## src/design/arbd_pkg.sv

```systemverilog
`timescale 1ns / 1ps

package arbd_pkg;

  // Sample width and the stream widths that follow from it
  localparam int unsigned SAMPLE_BITS = 12;
  localparam int unsigned IN_TDATA_W  = ((SAMPLE_BITS + 7) / 8) * 8;
  localparam int unsigned OUT_TDATA_W = 8;
  localparam int unsigned PADDR_W     = 5;
  localparam int unsigned PDATA_W     = 32;
  localparam int unsigned RUN_W       = 8;
  localparam int unsigned WARMUP_W    = 8;
  localparam int unsigned STABLE_W    = 4;

  typedef logic [SAMPLE_BITS-1:0] smp_t;

  // Register indexes, byte address 4*index
  typedef enum logic [2:0] {
    REG_BASELINE,
    REG_SET_MIDPOINT,
    REG_BEND_RISES,
    REG_USE_SET_POINTS,
    REG_STABLE_COUNT,
    REG_WARMUP_TICKS,
    REG_RANGE_NEEDED,
    REG_FALLBACK_BAND
  } reg_idx_e;

  // Which rule produced the raw decision
  typedef enum logic [1:0] {
    RULE_SET,
    RULE_DOWN,
    RULE_UP,
    RULE_BAND
  } rule_e;

  typedef struct packed {
    smp_t                baseline;
    smp_t                set_midpoint;
    logic                bend_rises;
    logic                use_set_points;
    logic [STABLE_W-1:0] stable_count;
    logic [WARMUP_W-1:0] warmup_ticks;
    smp_t                range_needed;
    smp_t                fallback_band;
  } cfg_t;

  typedef struct packed {
    logic [WARMUP_W-1:0] warmup_left;
    smp_t                seen_min;
    smp_t                seen_max;
    logic                bent;
    logic [RUN_W-1:0]    change_run;
  } state_t;

  typedef struct packed {
    logic  bent;
    logic  raw_decision;
    rule_e rule_used;
  } result_t;

  // Reset values
  localparam logic [STABLE_W-1:0] STABLE_RST = STABLE_W'(3);
  localparam logic [WARMUP_W-1:0] WARMUP_RST = WARMUP_W'(25);
  localparam smp_t                RANGE_RST  = SAMPLE_BITS'(50);
  localparam smp_t                BAND_RST   = SAMPLE_BITS'(60);
  localparam logic [RUN_W-1:0]    RUN_MAX    = {RUN_W{1'b1}};

endpackage

```

## src/design/arbd_step.sv

```systemverilog
`timescale 1ns / 1ps

// Per-item update: warm-up and extreme tracking, rule choice, debounce
module arbd_step (
  input  arbd_pkg::smp_t    sample_i,
  input  arbd_pkg::cfg_t    cfg_i,
  input  arbd_pkg::state_t  state_i,
  output arbd_pkg::state_t  state_o,
  output arbd_pkg::result_t result_o
);
  import arbd_pkg::*;

  smp_t                 min_n;
  smp_t                 max_n;
  logic [WARMUP_W-1:0]  warm_n;
  smp_t                 down;
  smp_t                 up;
  smp_t                 mid_down;
  smp_t                 mid_up;
  smp_t                 dev;
  logic [SAMPLE_BITS:0] sum_down;
  logic [SAMPLE_BITS:0] sum_up;
  logic                 cand;
  rule_e                rule;
  logic [RUN_W-1:0]     run_inc;

  // Warm-up countdown, reseed on the last tick, then track extremes
  always_comb begin
    warm_n = state_i.warmup_left;
    min_n  = state_i.seen_min;
    max_n  = state_i.seen_max;
    if (state_i.warmup_left != '0) begin
      warm_n = state_i.warmup_left - WARMUP_W'(1);
      if (warm_n == '0) begin
        min_n = sample_i;
        max_n = sample_i;
      end
    end else begin
      if (sample_i < state_i.seen_min) min_n = sample_i;
      if (sample_i > state_i.seen_max) max_n = sample_i;
    end
  end

  // Observed range either side of the baseline and the auto midpoints
  assign down     = (min_n < cfg_i.baseline) ? cfg_i.baseline - min_n : '0;
  assign up       = (max_n > cfg_i.baseline) ? max_n - cfg_i.baseline : '0;
  assign sum_down = {1'b0, cfg_i.baseline} + {1'b0, min_n};
  assign sum_up   = {1'b0, cfg_i.baseline} + {1'b0, max_n};
  assign mid_down = sum_down[SAMPLE_BITS:1];
  assign mid_up   = sum_up[SAMPLE_BITS:1];
  assign dev      = (sample_i >= cfg_i.baseline) ? sample_i - cfg_i.baseline
                                                 : cfg_i.baseline - sample_i;

  // Rule selection
  always_comb begin
    if (cfg_i.use_set_points) begin
      rule = RULE_SET;
      cand = cfg_i.bend_rises ? (sample_i > cfg_i.set_midpoint)
                              : (sample_i < cfg_i.set_midpoint);
    end else if (down > cfg_i.range_needed && down >= up) begin
      rule = RULE_DOWN;
      cand = sample_i < mid_down;
    end else if (up > cfg_i.range_needed && up > down) begin
      rule = RULE_UP;
      cand = sample_i > mid_up;
    end else begin
      rule = RULE_BAND;
      cand = dev > cfg_i.fallback_band;
    end
  end

  // Debounce: saturating run of differing decisions
  assign run_inc = (state_i.change_run == RUN_MAX) ? RUN_MAX
                                                   : state_i.change_run + RUN_W'(1);

  always_comb begin
    state_o             = state_i;
    state_o.warmup_left = warm_n;
    state_o.seen_min    = min_n;
    state_o.seen_max    = max_n;
    if (cand == state_i.bent) begin
      state_o.change_run = '0;
    end else if (run_inc >= RUN_W'(cfg_i.stable_count)) begin
      state_o.bent       = cand;
      state_o.change_run = '0;
    end else begin
      state_o.change_run = run_inc;
    end
  end

  assign result_o.bent         = state_o.bent;
  assign result_o.raw_decision = cand;
  assign result_o.rule_used    = rule;

endmodule

```

## src/design/auto_ranging_bend_detector.sv

```systemverilog
`timescale 1ns / 1ps
// Latency: a sample accepted into the input register passes through the step logic into the
// result register, which drives the output port; a held output stalls that transfer.
// Throughput: one sample per cycle while the output is not held back; the channel state is updated
// by the step logic between the input register and the result register.
// Reset (rst_ni low, asynchronous): valid flags, configuration and channel state return to their
// defaults, the warm-up counter reloads to 25, min/max to zero, state straight.

module auto_ranging_bend_detector (
  input  logic                                 clk_i,
  input  logic                                 rst_ni,
  // Input stream; tdata: [11:0] sample, rest zero
  input  logic                                 s_axis_tvalid,
  output logic                                 s_axis_tready,
  input  logic [arbd_pkg::IN_TDATA_W-1:0]      s_axis_tdata,
  // Result stream; tdata: [0] bent, [1] raw_decision, [3:2] rule_used
  output logic                                 m_axis_tvalid,
  input  logic                                 m_axis_tready,
  output logic [arbd_pkg::OUT_TDATA_W-1:0]     m_axis_tdata,
  // Register port
  input  logic                                 psel,
  input  logic                                 penable,
  input  logic                                 pwrite,
  input  logic [arbd_pkg::PADDR_W-1:0]         paddr,
  input  logic [arbd_pkg::PDATA_W-1:0]         pwdata,
  output logic [arbd_pkg::PDATA_W-1:0]         prdata,
  output logic                                 pready
);
  import arbd_pkg::*;

  cfg_t     cfg_q, cfg_d;
  state_t   st_q, st_d, st_next;
  result_t  res_next;
  result_t  out_q;
  logic     out_vld_q;
  logic     in_vld_q;
  smp_t     in_smp_q;
  logic     adv;
  logic     step;
  logic     wr;
  reg_idx_e idx;
  smp_t     wdata_smp;

  // Handshake: input register feeds the result register
  assign adv           = !out_vld_q || m_axis_tready;
  assign step          = in_vld_q && adv;
  assign s_axis_tready = !in_vld_q || adv;

  always_ff @(posedge clk_i or negedge rst_ni) begin
    if (!rst_ni) begin
      in_vld_q  <= 1'b0;
      out_vld_q <= 1'b0;
    end else begin
      if (s_axis_tready) in_vld_q <= s_axis_tvalid;
      if (adv)           out_vld_q <= in_vld_q;
    end
  end

  always_ff @(posedge clk_i) begin
    if (s_axis_tvalid && s_axis_tready) in_smp_q <= s_axis_tdata[SAMPLE_BITS-1:0];
    if (step)                           out_q    <= res_next;
  end

  arbd_step u_step (
    .sample_i (in_smp_q),
    .cfg_i    (cfg_q),
    .state_i  (st_q),
    .state_o  (st_next),
    .result_o (res_next)
  );

  assign m_axis_tvalid = out_vld_q;
  assign m_axis_tdata  = {{(OUT_TDATA_W-4){1'b0}}, out_q.rule_used,
                          out_q.raw_decision, out_q.bent};

  // Register port
  assign pready    = 1'b1;
  assign wr        = psel && penable && pwrite;
  assign idx       = reg_idx_e'(paddr[PADDR_W-1:2]);
  assign wdata_smp = pwdata[SAMPLE_BITS-1:0];

  always_comb begin
    cfg_d = cfg_q;
    if (wr) begin
      case (idx)
        REG_BASELINE:       cfg_d.baseline       = wdata_smp;
        REG_SET_MIDPOINT:   cfg_d.set_midpoint   = wdata_smp;
        REG_BEND_RISES:     cfg_d.bend_rises     = pwdata[0];
        REG_USE_SET_POINTS: cfg_d.use_set_points = pwdata[0];
        REG_STABLE_COUNT:   cfg_d.stable_count   = pwdata[STABLE_W-1:0];
        REG_WARMUP_TICKS:   cfg_d.warmup_ticks   = pwdata[WARMUP_W-1:0];
        REG_RANGE_NEEDED:   cfg_d.range_needed   = wdata_smp;
        REG_FALLBACK_BAND:  cfg_d.fallback_band  = wdata_smp;
        default:            cfg_d = cfg_q;
      endcase
    end
  end

  always_comb begin
    case (idx)
      REG_BASELINE:       prdata = PDATA_W'(cfg_q.baseline);
      REG_SET_MIDPOINT:   prdata = PDATA_W'(cfg_q.set_midpoint);
      REG_BEND_RISES:     prdata = PDATA_W'(cfg_q.bend_rises);
      REG_USE_SET_POINTS: prdata = PDATA_W'(cfg_q.use_set_points);
      REG_STABLE_COUNT:   prdata = PDATA_W'(cfg_q.stable_count);
      REG_WARMUP_TICKS:   prdata = PDATA_W'(cfg_q.warmup_ticks);
      REG_RANGE_NEEDED:   prdata = PDATA_W'(cfg_q.range_needed);
      REG_FALLBACK_BAND:  prdata = PDATA_W'(cfg_q.fallback_band);
      default:            prdata = '0;
    endcase
  end

  // Channel state: step update, or side effects of a register write
  always_comb begin
    st_d = st_q;
    if (step) begin
      st_d = st_next;
    end else if (wr) begin
      if (idx == REG_BASELINE && st_q.warmup_left != '0) begin
        st_d.seen_min = wdata_smp;
        st_d.seen_max = wdata_smp;
      end
      if (idx == REG_WARMUP_TICKS) st_d.warmup_left = pwdata[WARMUP_W-1:0];
    end
  end

  always_ff @(posedge clk_i or negedge rst_ni) begin
    if (!rst_ni) begin
      cfg_q.baseline       <= '0;
      cfg_q.set_midpoint   <= '0;
      cfg_q.bend_rises     <= 1'b0;
      cfg_q.use_set_points <= 1'b0;
      cfg_q.stable_count   <= STABLE_RST;
      cfg_q.warmup_ticks   <= WARMUP_RST;
      cfg_q.range_needed   <= RANGE_RST;
      cfg_q.fallback_band  <= BAND_RST;
      st_q.warmup_left     <= WARMUP_RST;
      st_q.seen_min        <= '0;
      st_q.seen_max        <= '0;
      st_q.bent            <= 1'b0;
      st_q.change_run      <= '0;
    end else begin
      cfg_q <= cfg_d;
      st_q  <= st_d;
    end
  end

  // Checks
  a_min_le_max: assert property (@(posedge clk_i) disable iff (!rst_ni)
    st_q.seen_min <= st_q.seen_max)
    else $error("tracked minimum above maximum");

  a_bent_only_on_step: assert property (@(posedge clk_i) disable iff (!rst_ni)
    !step |=> $stable(st_q.bent))
    else $error("bent state changed without an item");

  a_result_loaded: assert property (@(posedge clk_i) disable iff (!rst_ni)
    step |=> out_vld_q)
    else $error("item lost between input and result register");

  a_rule_set_points: assert property (@(posedge clk_i) disable iff (!rst_ni)
    step |=> ((out_q.rule_used == RULE_SET) == $past(cfg_q.use_set_points)))
    else $error("set-point rule does not follow its enable");

endmodule

```

## config.mk

```make
export PLATFORM = sky130hd
export DESIGN_NAME = auto_ranging_bend_detector
export DESIGN_NICKNAME = d
export VERILOG_FILES = /design/src/design/arbd_pkg.sv /design/src/design/arbd_step.sv /design/src/design/auto_ranging_bend_detector.sv
export SDC_FILE = /design/constraint.sdc
export NUM_CORES = 1
export LEC_CHECK = 0
export ABC_AREA = 0
export BUFFER_PORTS_ARGS = -buffer_cell sky130_fd_sc_hd__buf_2
export CORE_UTILIZATION = 35
export DETAILED_ROUTE_END_ITERATION = 12
export MAX_ROUTING_LAYER = met4
export PLACE_DENSITY = 0.62
export SYNTH_ARGS = -nofsm -noshare
export SYNTH_HDL_FRONTEND = slang
export SYNTH_SLANG_ARGS = --single-unit
```

## constraint.sdc

```tcl
create_clock -name clk_i -period 15.9 [get_ports clk_i]
set_clock_uncertainty 0.15 [all_clocks]
set_input_delay 2.385 -clock clk_i [delete_from_list [all_inputs] [get_ports clk_i]]
set_output_delay 2.385 -clock clk_i [all_outputs]
set_load 0.05 [all_outputs]
```

==> summary.txt <==
Run status
  – Status: finished, final reports clean

Finish
  – Storage element area: 3127 µm²
  – Diode count: 0
  – Area of the multi-input gates: ~8000 µm²
  – Commonest non-fill, non-tap cell in the layout: ha_1
  – Layout Nets: 1662
  – Share of layout cells above drive strength 1: a little over a tenth
  – Area growth from synthesis to layout: 9.447%
  – Post-route cell area: roughly 13000 µm²
  – Commonest cells after routing, fill and taps aside: ha_1 (184), nand2_1 (129), inv_1 (124)
  – Fillers: roughly 3400

Route
  – DR WL/cell: between 15 and 20 µm
  – Vias per inst: around 5.4
  – Post-detailed-route count of antenna-violating nets: 0
  – Total Wirelength: roughly 35000 µm
  – DRT Pass-1 Iters: 5
  – Violation count after the first detailed-routing iteration: about 760
  – Post-route DRC violation count: 0
  – Via count: approximately 10000

Logic synthesis
  – FF+latch count, synth: between 100 and 150
  – Largest family of logic cells by synthesized area: adder cells
  – Mapped Area: about 12000 µm²
  – Most used DFF post-synth: dfrtp_1
  – Post-synthesis cell type count: a little over 80
  – Warnings, synthesis: 0
  – Fraction of synthesized area in multiplexers: approximately 6.7%
  – Seq/Total Area, Yosys: 26.23%
  – Syn Area/Cell: about 8.5 µm²
  – Post-Synthesis Cells: 1396
  – Async SR Flop Fraction: slightly below 90%
  – Post-synthesis xor/xnor area fraction: between 3 and 4%
  – Simple logic cell fraction of the synthesized area: 15.92%
  – Post-synthesis adder-cell area fraction: ~20%
  – Compound-gate portion of the synthesized area: 19.33%
  – Number of enable flip-flop cells after synthesis: 16

Floorplanning
  – # rows: 67
  – I/O pin count: about 100
  – Die Y: about 190 µm
  – Die area: about 35000 µm²
  – Starting Density: between 30% and 40%
  – Core footprint: between 30000 and 40000 µm²
  – Die X: 186.5 µm

STA
  – Final Cycle Share: a little over half
  – F_max: about 120 MHz
  – Rel. slew slack: about a quarter
  – RSZ-0062 raised after global routing: no
  – Final Hold Vio Count: 0
  – Finish-stage setup viols: 0
  – Fin crit period: around 8.6 ns
  – Setup TNS: 0 ns
  – Worst-margin pin slew: between 1 and 1.5 ns
  – Final Max Tran Viols: 0

Clock network
  – CTS max path bufs: 2
  – Latest clock arrival within the worst-skew pair: approximately 0.44 ns
  – CTS Hold Buffers Added: 0
  – CTS HTree Levels: 4
  – Clock root buffer: clkbuf_16
  – Clock buffer count from CTS: 17
  – Post-CTS resize count: 0
  – CTS tree: done
  – Clock slew at reported path FFs: approximately 0.060 ns
  – Clock sinks: approximately 120
  – Post-CTS setup buffer count: 0

Global route
  – GRT Residual Overflow: 0
  – Initial antenna violation count: 0
  – Number of global-route vias before repair: between 9000 and 10000
  – Tot GR Track Use: about a fifth
  – Pin count of the biggest net entering global routing: 73
  – First-pass GRT wire length: roughly 54000 µm

Setup path
  – R2R Setup Slk: approximately 7.3 ns
  – CP Max Fanout: 24
  – Setup Crit Path Kind: flip-flop to flip-flop
  – CP max stage cell: edfxtp_1
  – Most frequent CP cell: a21oi_1
  – Largest stage delay, worst path: ~0.72 ns
  – CP Data Arrival Time: about 8.8 ns
  – CP Launch Type: flip-flop
  – WP data required: 16.12 ns
  – CP Capture Type: flip-flop

Placement
  – Port bufs: slightly above 50
  – Gp weighted congestion: roughly 0.92
  – Detail Placement HPWL: 27200 µm
  – DP Area: roughly 12000 µm²

Min path
  – Hold crit path type: flip-flop to flip-flop

Power
  – Pwr dens: approximately 180 nW/µm²
  – Leakage power: between 6 and 7 nW
  – Worst vdd ir: around 0.1 mV

Flow run
  – Max_cap viols: 0
worst paths after layout:
path / startpoint / end / cells after the start
max in group asynchronous: rst_ni / st_q[30]$_DFFE_PN0P_ / 2
worst min register to register: cfg_q[4]$_DFFE_PN1P_ / cfg_q[4]$_DFFE_PN1P_ / 2
worst max register to register: in_smp_q[1]$_DFFE_PP_ / st_q[1]$_DFFE_PN0P_ / 30
min in group asynchronous: rst_ni / cfg_q[26]$_DFFE_PN0P_ / 1
worst max-delay path: in_smp_q[1]$_DFFE_PP_ / st_q[1]$_DFFE_PN0P_ / 30
worst min-delay path: cfg_q[4]$_DFFE_PN1P_ / cfg_q[4]$_DFFE_PN1P_ / 2
report_power, final:
part / internal, W / switching (W)
Combinational: 0.000581 / 0.000869
Sequential: 0.000398 / 0.0000740
Clock: 0.000246 / 0.000159
Total: 0.00123 / 0.00110
through the flow:
stage	utilization, %	hold WS [ns]	cells	power [W]	worst slack, ns
2_1_floorplan	-	0.3072	1419	0.001545	9.099
3_3_place_gp	37.12	0.3440	1841	0.001861	7.478
3_5_place_dp	37.12	0.3468	1841	0.001902	7.365
4_1_cts	38.91	0.3646	1873	0.002318	7.359
5_1_grt	38.91	0.3819	1873	0.002520	6.612
6_report	38.91	0.3650	1873	0.002327	7.337
sequential cells by signal, indices dropped and copies added, names as in the netlist:
signal         flops
m_axis_tvalid      1
in_vld_q           1
cfg_q             62
in_smp_q          12
m_axis_tdata       4
st_q              41
worst max-delay path, delay by kind of cell, from the launching register on:
kind / cells / cell delay (ns)
AOI/OAI and AO/OA: 20 / 4.29
and+or+nand+nor: 4 / 1.34
adders and majority gates: 4 / 1.30
DFF: 1 / 0.72
muxes: 1 / 0.44
xor gates and xnor gates: 1 / 0.23
logic make-up after synthesis:
kind of cell,count (synthesis)
xor+xnor,49
fa+ha+maj,190
buf+inv,211
simple gates,388
compound gates,358
mux,77
flops,121
other cells,2
layer usage:
metal	track usage (%)	vias to the layer above	wire length, µm
met3	3.385	27	1989
li1	-	4927	-
met4	4.508	0	462
met2	30.27	302	15030
met5	-	-	0
met1	29.48	4930	17150
cell type report:
| class | count | area share [%] |
|---|---|---|
| Multi-Input combinational cell | 1087 | 61.01 |
| Clock buffer | 17 | 3.261 |
| Sequential cell | 121 | 23.97 |
| Inverter | 124 | 3.568 |
| Clock inverter | 15 | 1.343 |
| Timing Repair Buffer | 61 | 2.551 |
| Tap cell | 448 | 4.297 |
synth_stat cells, types with 4 or more instances:
library cell	n	share of area (%)
xnor2_1	37	2.7
buf_1	4	0.13
buf_2	10	0.42
mux2_2	21	2.0
and3_1	17	0.89
xor2_1	11	0.81
nand3b_1	5	0.31
o21bai_1	15	0.94
or2_2	7	0.37
mux2i_1	55	4.6
nand4_1	26	1.4
nor4_1	5	0.26
nand3_1	18	0.76
a21oi_1	97	4.1
and2_1	21	1.1
o211ai_1	25	1.6
dfrtp_1	90	19
buf_4	29	1.8
o21a_1	10	0.63
inv_1	124	3.9
dfstp_2	15	3.3
ha_1	184	19
o31ai_1	14	0.88
a21o_1	30	1.9
a211oi_1	6	0.38
or3_1	5	0.26
nor2_1	72	2.3
nor3_1	36	1.5
a31oi_1	4	0.21
nand2_1	130	4.1
fa_1	6	1.0
clkbuf_1	42	1.3
o21ai_0	92	3.9
a221oi_1	6	0.44
nand2b_1	10	0.52
o22ai_1	9	0.47
nor2b_1	19	1.0
edfxtp_1	16	4.0
a211o_1	4	0.29
Power figures use the tool's default switching activity.
